### src/hdl/rnpv_pkg.sv
// Shared constants, status codes and node layout helpers for the radix node validator.
package rnpv_pkg;

  // Node layout
  localparam int unsigned DenseSlots      = 48;
  localparam int unsigned MaxPayloadBytes = 1048;
  localparam int unsigned PosW            = 11;
  localparam logic [PosW-1:0] PosMax      = 11'd2047;

  // Header and body byte offsets
  localparam logic [PosW-1:0] OffPrefixChk = 11'd19;
  localparam logic [PosW-1:0] OffKind      = 11'd22;
  localparam logic [PosW-1:0] OffFlags     = 11'd23;
  localparam logic [PosW-1:0] OffBody      = 11'd24;
  localparam logic [PosW-1:0] OffK1Child   = 11'd28;
  localparam logic [PosW-1:0] OffK1Pad     = 11'd44;
  localparam logic [PosW-1:0] OffK2Child   = 11'd40;
  localparam logic [PosW-1:0] OffK2Pad     = 11'd104;
  localparam logic [PosW-1:0] OffK3Child   = 11'd280;
  localparam logic [PosW-1:0] OffK3LastIdx = 11'd279;

  // Node kinds
  localparam logic [2:0] KindNone = 3'd0;
  localparam logic [2:0] Kind4    = 3'd1;
  localparam logic [2:0] Kind16   = 3'd2;
  localparam logic [2:0] Kind48   = 3'd3;
  localparam logic [2:0] Kind256  = 3'd4;

  // Configuration register indexes
  localparam logic [1:0] CfgEmptyChild = 2'd0;
  localparam logic [1:0] CfgEmptyRef   = 2'd1;
  localparam logic [1:0] CfgMaxLocal   = 2'd2;
  localparam logic [1:0] CfgCapacity   = 2'd3;

  typedef enum logic [3:0] {
    ST_OK          = 4'd0,
    ST_LENGTH      = 4'd1,
    ST_KIND        = 4'd2,
    ST_FLAGS       = 4'd3,
    ST_PREFIX      = 4'd4,
    ST_VALUE       = 4'd5,
    ST_COUNT       = 4'd6,
    ST_CHILDREF    = 4'd7,
    ST_UNUSED      = 4'd8,
    ST_ORDER       = 4'd9,
    ST_EMPTYUSED   = 4'd10,
    ST_INDEX       = 4'd11,
    ST_COUNTMISM   = 4'd12,
    ST_TAG         = 4'd13
  } status_t;

  // Total node length per kind
  function automatic logic [PosW-1:0] kind_len(input logic [2:0] k);
    case (k)
      Kind4:   kind_len = 11'd48;
      Kind16:  kind_len = 11'd104;
      Kind48:  kind_len = 11'd472;
      Kind256: kind_len = 11'd1048;
      default: kind_len = 11'd0;
    endcase
  endfunction

  // Child capacity per kind
  function automatic logic [8:0] kind_cap(input logic [2:0] k);
    case (k)
      Kind4:   kind_cap = 9'd4;
      Kind16:  kind_cap = 9'd16;
      Kind48:  kind_cap = 9'd48;
      Kind256: kind_cap = 9'd256;
      default: kind_cap = 9'd0;
    endcase
  endfunction

endpackage

### src/hdl/radix_node_payload_validator_unit.sv
// Top level: streaming byte-wise validator for one serialized radix tree node.
//
// Usage:
//  - Input channel (in_valid/in_ready) carries one node byte per word, with
//    final_byte marking the last byte and expected_kind sampled on byte 0.
//  - Output channel (out_valid/out_ready) carries one result word per node:
//    first error status, its byte offset and the decoded header fields.
//  - Config channel (cfg_valid/cfg_ready, cfg_index, cfg_data) writes the
//    empty codes, local id limit and capacity; always ready, write when idle.
//  - Each byte is checked in the cycle it is accepted; one byte per cycle
//    sustained, but for a final byte held back as below. The result word is
//    in the output register in the cycle after the final byte is accepted.
//  - If the receiver stalls, non-final bytes keep flowing; only a final byte
//    waits while the previous result is still held in the output register.
//  - Reset clears the per-node state and the output valid, and loads the
//    register defaults. Per-node state also clears after every final byte.
module radix_node_payload_validator_unit
  import rnpv_pkg::*;
(
  input  logic        clk,
  input  logic        rst,
  // byte input
  input  logic        in_valid,
  output logic        in_ready,
  input  logic [7:0]  payload_byte,
  input  logic        final_byte,
  input  logic [2:0]  expected_kind,
  // result output
  output logic        out_valid,
  input  logic        out_ready,
  output logic [3:0]  status,
  output logic [10:0] error_offset,
  output logic [2:0]  node_kind,
  output logic [15:0] child_total,
  output logic        value_present,
  output logic [31:0] prefix_length,
  output logic [63:0] prefix_reference,
  output logic [63:0] value_reference,
  // configuration
  input  logic        cfg_valid,
  output logic        cfg_ready,
  input  logic [1:0]  cfg_index,
  input  logic [31:0] cfg_data
);

  // Configuration registers
  logic [31:0] empty_child;
  logic [31:0] empty_ref;
  logic [29:0] max_local;
  logic [30:0] capacity;

  // Per-node state
  logic [PosW-1:0] pos, pos_next;
  logic [2:0]  kind, kind_next;
  logic [2:0]  tag, tag_next;
  logic [15:0] count, count_next;
  logic [31:0] plen, plen_next;
  logic [63:0] pref, pref_next;
  logic [63:0] vref, vref_next;
  logic [7:0]  flags, flags_next;
  logic [7:0]  prev_key, prev_key_next;
  logic [DenseSlots-1:0] slot_ref, slot_ref_next;
  logic [8:0]  tally, tally_next;
  logic [31:0] cword, cword_next;
  status_t     err, err_next;
  logic [PosW-1:0] err_at, err_at_next;

  status_t     fcode;
  logic        in_acc;
  logic        out_busy;

  assign cfg_ready = 1'b1;
  assign out_busy  = out_valid && !out_ready;
  assign in_ready  = !(out_busy && final_byte);
  assign in_acc    = in_valid && in_ready;

  function automatic logic ref_bad(input logic [31:0] w, input logic [31:0] eref,
                                   input logic [29:0] mloc, input logic [30:0] cap);
    ref_bad = (w == eref) || (w[29:0] > mloc) || ({1'b0, w[29:0]} >= cap);
  endfunction

  // Per-byte decode and checks
  always_comb begin
    logic [7:0]  b;
    logic [PosW-1:0] p;
    logic [PosW-1:0] off;
    logic [PosW-1:0] cbase;
    logic [PosW-1:0] len_n;
    logic [3:0]  key_idx;
    logic [7:0]  s;
    logic [31:0] w;
    logic        used;
    logic [63:0] slot_wide;
    logic        is_key;
    logic        is_pad;
    b = payload_byte;
    p = pos;
    off = '0;
    cbase = OffBody;
    key_idx = p[3:0] - 4'd8;
    s = '0;
    w = '0;
    used = 1'b0;
    slot_wide = {{(64-DenseSlots){1'b0}}, slot_ref};
    is_key = 1'b0;
    is_pad = 1'b0;
    fcode = ST_OK;
    kind_next = kind;
    tag_next = tag;
    count_next = count;
    plen_next = plen;
    pref_next = pref;
    vref_next = vref;
    flags_next = flags;
    prev_key_next = prev_key;
    slot_ref_next = slot_ref;
    tally_next = tally;
    cword_next = cword;

    if (p == '0) tag_next = expected_kind;

    // Header fields
    if (p < 11'd8) begin
      pref_next[{p[2:0], 3'b000} +: 8] = b;
    end else if (p < 11'd16) begin
      vref_next[{p[2:0], 3'b000} +: 8] = b;
    end else if (p < 11'd20) begin
      plen_next[{p[1:0], 3'b000} +: 8] = b;
      if (p == OffPrefixChk && ((plen_next == '0) != (pref == '0))) fcode = ST_PREFIX;
    end else if (p < OffKind) begin
      count_next[{p[0], 3'b000} +: 8] = b;
    end else if (p == OffKind) begin
      if (b >= 8'd1 && b <= 8'd4) begin
        kind_next = b[2:0];
        if (tag != KindNone && tag != b[2:0]) fcode = ST_TAG;
        if (fcode == ST_OK && b[2:0] != Kind256 &&
            count > {7'd0, kind_cap(b[2:0])}) fcode = ST_COUNT;
      end else begin
        fcode = ST_KIND;
      end
    end else if (p == OffFlags) begin
      flags_next = b;
      if (b[7:1] != '0) fcode = ST_FLAGS;
      if (fcode == ST_OK && !b[0] && vref != '0) fcode = ST_VALUE;
    end else if (kind != KindNone && p < kind_len(kind)) begin
      // Body: key bytes, index bytes, padding and child words
      if (kind == Kind4 || kind == Kind16) begin
        cbase  = (kind == Kind4) ? OffK1Child : OffK2Child;
        is_key = p < (OffBody + {2'b00, kind_cap(kind)});
        is_pad = p >= ((kind == Kind4) ? OffK1Pad : OffK2Pad);
        if (is_key) begin
          if ({12'd0, key_idx} < count) begin
            if (key_idx != '0 && prev_key >= b) fcode = ST_ORDER;
          end else if (b != '0) begin
            fcode = ST_UNUSED;
          end
          prev_key_next = b;
        end else if (is_pad) begin
          if (b != '0) fcode = ST_UNUSED;
        end
      end else if (kind == Kind48) begin
        cbase  = OffK3Child;
        is_key = p < OffK3Child;
        if (is_key) begin
          if (b != 8'hFF) begin
            if ({8'd0, b} >= count || b >= 8'(DenseSlots)) begin
              fcode = ST_INDEX;
            end else if (slot_wide[b[5:0]]) begin
              fcode = ST_INDEX;
            end else begin
              slot_ref_next[b[5:0]] = 1'b1;
              tally_next = tally + 9'd1;
            end
          end
          if (fcode == ST_OK && p == OffK3LastIdx && {7'd0, tally_next} != count)
            fcode = ST_INDEX;
        end
      end else begin
        cbase = OffBody;
      end

      if (!is_key && !is_pad) begin
        off = p - cbase;
        if (off[1:0] == 2'd0) cword_next = {24'd0, b};
        else cword_next[{off[1:0], 3'b000} +: 8] = b;
        w = cword_next;
        s = off[9:2];
        if (off[1:0] == 2'd3) begin
          used = {8'd0, s} < count;
          if (kind == Kind256) begin
            if (w != empty_child) begin
              if (ref_bad(w, empty_ref, max_local, capacity)) fcode = ST_CHILDREF;
              tally_next = tally + 9'd1;
            end
            if (fcode == ST_OK && s == 8'd255 && {7'd0, tally_next} != count)
              fcode = ST_COUNTMISM;
          end else if (used) begin
            if (kind == Kind48 && !slot_wide[s[5:0]]) fcode = ST_INDEX;
            else if (w == empty_child) fcode = ST_EMPTYUSED;
            else if (ref_bad(w, empty_ref, max_local, capacity)) fcode = ST_CHILDREF;
          end else if (w != empty_child) begin
            fcode = ST_UNUSED;
          end
        end
      end
    end

    // Length checks
    len_n = kind_len(kind_next);
    if (fcode == ST_OK && kind_next != KindNone &&
        (p >= len_n || p >= 11'(MaxPayloadBytes))) fcode = ST_LENGTH;
    if (fcode == ST_OK && final_byte &&
        (kind_next == KindNone || ({1'b0, p} + 12'd1) < {1'b0, len_n})) fcode = ST_LENGTH;

    // Keep the first error only
    err_next = err;
    err_at_next = err_at;
    if (err == ST_OK && fcode != ST_OK) begin
      err_next = fcode;
      err_at_next = p;
    end
    pos_next = (p < PosMax) ? p + 11'd1 : PosMax;
  end

  // Configuration writes
  always_ff @(posedge clk) begin
    if (rst) begin
      empty_child <= 32'hFFFF_FFFF;
      empty_ref   <= 32'hFFFF_FFFF;
      max_local   <= 30'd1073741822;
      capacity    <= 31'd65536;
    end else if (cfg_valid && cfg_ready) begin
      case (cfg_index)
        CfgEmptyChild: empty_child <= cfg_data;
        CfgEmptyRef:   empty_ref   <= cfg_data;
        CfgMaxLocal:   max_local   <= cfg_data[29:0];
        CfgCapacity:   capacity    <= cfg_data[30:0];
        default:       ;
      endcase
    end
  end

  // Node state and result register
  always_ff @(posedge clk) begin
    if (rst) begin
      pos <= '0; kind <= KindNone; tag <= KindNone; count <= '0;
      plen <= '0; pref <= '0; vref <= '0; flags <= '0; prev_key <= '0;
      slot_ref <= '0; tally <= '0; cword <= '0; err <= ST_OK; err_at <= '0;
      out_valid <= 1'b0;
    end else begin
      // a new result wins over the drain of the old one
      if (in_acc && final_byte) out_valid <= 1'b1;
      else if (out_ready) out_valid <= 1'b0;
      if (in_acc) begin
        if (final_byte) begin
          status           <= err_next;
          error_offset     <= err_at_next;
          node_kind        <= kind_next;
          child_total      <= count_next;
          value_present    <= flags_next[0];
          prefix_length    <= plen_next;
          prefix_reference <= pref_next;
          value_reference  <= vref_next;
          pos <= '0; kind <= KindNone; tag <= KindNone; count <= '0;
          plen <= '0; pref <= '0; vref <= '0; flags <= '0; prev_key <= '0;
          slot_ref <= '0; tally <= '0; cword <= '0; err <= ST_OK; err_at <= '0;
        end else begin
          pos <= pos_next; kind <= kind_next; tag <= tag_next; count <= count_next;
          plen <= plen_next; pref <= pref_next; vref <= vref_next;
          flags <= flags_next; prev_key <= prev_key_next; slot_ref <= slot_ref_next;
          tally <= tally_next; cword <= cword_next; err <= err_next; err_at <= err_at_next;
        end
      end
    end
  end

endmodule

### config.mk
export PLATFORM = sky130hd
export DESIGN_NAME = radix_node_payload_validator_unit
export DESIGN_NICKNAME = d
export VERILOG_FILES = /design/src/hdl/rnpv_pkg.sv /design/src/hdl/radix_node_payload_validator_unit.sv
export SDC_FILE = /design/constraint.sdc
export NUM_CORES = 2
export LEC_CHECK = 0
export BUFFER_PORTS_ARGS = -buffer_cell sky130_fd_sc_hd__buf_2
export CAP_MARGIN = 20
export CORE_ASPECT_RATIO = 0.75
export CORE_MARGIN = 3
export CORE_UTILIZATION = 44
export DETAILED_ROUTE_END_ITERATION = 10
export PLACE_DENSITY_LB_ADDON = 0.05
export SYNTH_ARGS = -nofsm -noshare
export SYNTH_HDL_FRONTEND = slang
export SYNTH_SLANG_ARGS = --single-unit
### constraint.sdc
create_clock -name clk -period 19.2 [get_ports clk]
set_input_delay 3.84 -clock clk [delete_from_list [all_inputs] [get_ports clk]]
set_output_delay 3.84 -clock clk [all_outputs]
set_load 0.05 [all_outputs]
==> metrics.txt <==
Period minus WS final 9470 ps; CP Capture Type register; port bufs 247; Die ar. 74,200 µm²; Synth Area in XOR/XNOR 1.15%; outcome finished clean; CP Launch Point payload_byte[1]; reg-to-reg slack, setup 11,060 ps; crit path DAT 9990 ps; final period utilization 49.3%; Yosys cell types 92; number of detailed-route iterations in the first pass 6; CP dominant cell by count a21oi_1; Std-Cell Core Area 69,400 µm²; clk_lat worst skew 630 ps; cts repair resizes 0; dominant synthesized flop cell dfxtp_1; WL final 115 mm; critical path's top delay family compound AO/OA/AOI/OAI gates; Reg-to-Reg Start pos[1]$_SDFFE_PP0P_; Synthesized Nets 3,627; CP max stage cell or4b_2; area of the multi-input gates 15,300 µm²; I/O Pins 249; Post-route DRC 0; routed wire length per instance 25.1 µm; Die Y 237 µm; CP startpoint kind input port; Final Setup Violations 0; ANT nets after route 0; fin nets 3,769; Die W 314 µm; Post-synth EDFFs 195; largest net degree at the start of global routing 201; max_slew headroom 21.4%; Final Slew Violations 0; worst r2r dst err_at[2]$_SDFFE_PP0P_; Antenna diodes 0; total track usage 29.9%; Post-Layout Cell Count 4,574; leak pwr 13.5 nW; Crit path buffers/inverters 3; antenna violations before repair 0; post-synthesis simple-gate area fraction 19.5%; Seq/Total Area, Yosys 46.4%; synthesized area per cell 9.06 µm²; setup TNS 0 ps; hold path startpoint capacity[6]$_SDFFE_PP0P_; via count 27,710; CTS tree done; Hold Crit Class register to register; # rows 83; most frequent cells in the layout 447 x nand2_1, 432 x dfxtp_1, 403 x nor2_1, 248 x buf_2, 218 x a22oi_1; Area growth, synth to finish 13.4%; gpl congestion 0.926; Async SR Flop Fraction 0%; MaxCap Viol Count 0; vias in the first global route 26,322; critical path depth 18; fillers 6,564; Mapped Area 31,200 µm²; # hold bufs at CTS 0; clk slew on worst S/H paths 60 ps; Worst-Margin Slew 1170 ps; DRT iter0 DRCs 2,905; Critical Path Fanout Max 42; FF+latch count, synth 627; clk sinks 627; Crit path largest cell delay 700 ps; TritonCTS Buffers 67; adder-cell share of the synthesized area 5.17%; GR Overflow Total 0; HPWL after detailed placement 79.3 mm; Starting Density 45.0%; first-pass GRT wire length 170 mm; H-tree levels 3; Required @ worst endpoint 19,720 ps; vias per cell 6.06; clock skew 29.3 ps; Critical Path Sink err_at[2]$_SDFFE_PP0P_; WS Path Type input port to register; RSZ-0062 raised after global routing false; cell breakdown of the critical path buf_2 -> buf_4 -> a21boi_0 -> nor2_1 -> ha_1 -> and3_1 -> a2111oi_0 -> a21oi_1 -> a211oi_1 -> a21oi_1 -> a311o_1 -> or4b_2 -> o2111ai_1 -> a31o_2 -> a41o_1 -> a21oi_1 -> buf_4 -> o32ai_2; post-synthesis cell count 3,447; compound-gate portion of the synthesized area 18.7%; Ys Warns 0; Final Hold Fails 0; mux contribution to synthesized area 4.32%; power per standard cell area 84.4 nW/µm²; main combinational cell family by area after synthesis simple AND/OR/NAND/NOR gates; placed instance count 4,453; Setup Fix Bufs, Post-CTS 0; commonest non-fill, non-tap cell in the layout nand2_1; layout cells sized above 1 14.2%; FMAX 106 MHz; FF-to-FF path depth 20; clk buf depth 3; CTS root buffer clkbuf_16; VDD IR max 0.0550 mV; Storage cell area 14,500 µm²
## where the power goes
group | total, mW | internal (mW) | switching, mW
clock | 1.34 | 0.774 | 0.563
sequential | 1.40 | 1.39 | 0.0191
combinational | 0.248 | 0.0584 | 0.190
## kinds of logic (layout without fill, tap and decap cells)
group                      Yosys count  after routing
and+or+nand+nor                   1297           1297
AOI/OAI and AO/OA                  867            867
DFF                                627            627
buffers and inverters              379            571
adders and majority gates          129            129
muxes                              106            106
xor gates and xnor gates            41             41
other                                1              1
## per-stage QoR
step           total power, mW  hold slack (ps)  util, %  cell area (µm²)  worst slack [ps]
3_5_place_dp              1.68              449     47.9            33200              9120
6_report                  2.99              457     51.1            35400              9730
2_1_floorplan             1.59              428        -            31200               172
3_3_place_gp              1.67              444     47.9            33200              9370
5_1_grt                   3.08              473     51.1            35400              9450
4_1_cts                   3.01              457     51.0            35400              9770
## state kept, by name, indices dropped and copies added, names as in the netlist, 16 cells and up
name	flops
pref	64
cword	32
empty_ref	32
count	16
plen	32
vref	64
prefix_length	32
empty_child	32
capacity	31
child_total	16
max_local	30
slot_ref	48
value_reference	64
prefix_reference	64
## routing by layer
| layer | wire length, µm | share of wire (%) | GRT usage, % |
|---|---|---|---|
| met5 | 0 | 0 | 0 |
| met4 | 2310 | 2.0 | 7.02 |
| met3 | 8830 | 7.7 | 5.47 |
| met2 | 51500 | 45 | 46.2 |
| met1 | 52100 | 45 | 43.5 |
## worst min path at each step
stage                                      to  depth (start not counted)
finish               capacity[6]$_SDFFE_PP0P_                          2
global route         capacity[6]$_SDFFE_PP0P_                          2
CTS                  capacity[6]$_SDFFE_PP0P_                          2
detailed placement  capacity[28]$_SDFFE_PP0P_                          2
global placement    capacity[13]$_SDFFE_PP0P_                          2
floorplan                 err[0]$_SDFFE_PP0P_                          2
## Yosys cell counts (all sizes together), types with 22 or more instances
library cell / count / area (µm²)
xnor2: 29 / 254
a211o: 27 / 236
o211ai: 22 / 165
nor4: 55 / 344
nand3b: 68 / 523
buf: 33 / 175
nor2b: 38 / 238
nor2: 406 / 1530
ha: 129 / 1610
mux2i: 38 / 392
nand2b: 50 / 313
nand2: 449 / 1690
a21oi: 183 / 920
nand4: 31 / 194
clkbuf: 196 / 736
edfxtp: 195 / 5860
o31ai: 23 / 173
dfxtp: 432 / 8650
nand3: 45 / 225
inv: 147 / 552
mux2: 51 / 574
a22oi: 218 / 1640
nor3: 49 / 250
o21ai: 185 / 926
## tightest hold or removal path, cell delays in order (launching register included)
cell,delay [ps]
dfxtp_1,310
nand2_1,50
a21oi_1,50
## area by class of cell
| cell class | count | share of cell area [%] |
|---|---|---|
| sequential | 627 | 41.0 |
| inverter | 150 | 1.59 |
| clock buffer | 83 | 5.17 |
| tap | 935 | 3.30 |
| timing repair buffer | 302 | 4.73 |
| multi-input combinational | 2441 | 43.2 |
| clock inverter | 36 | 1.04 |
Power figures use the tool's default switching activity.
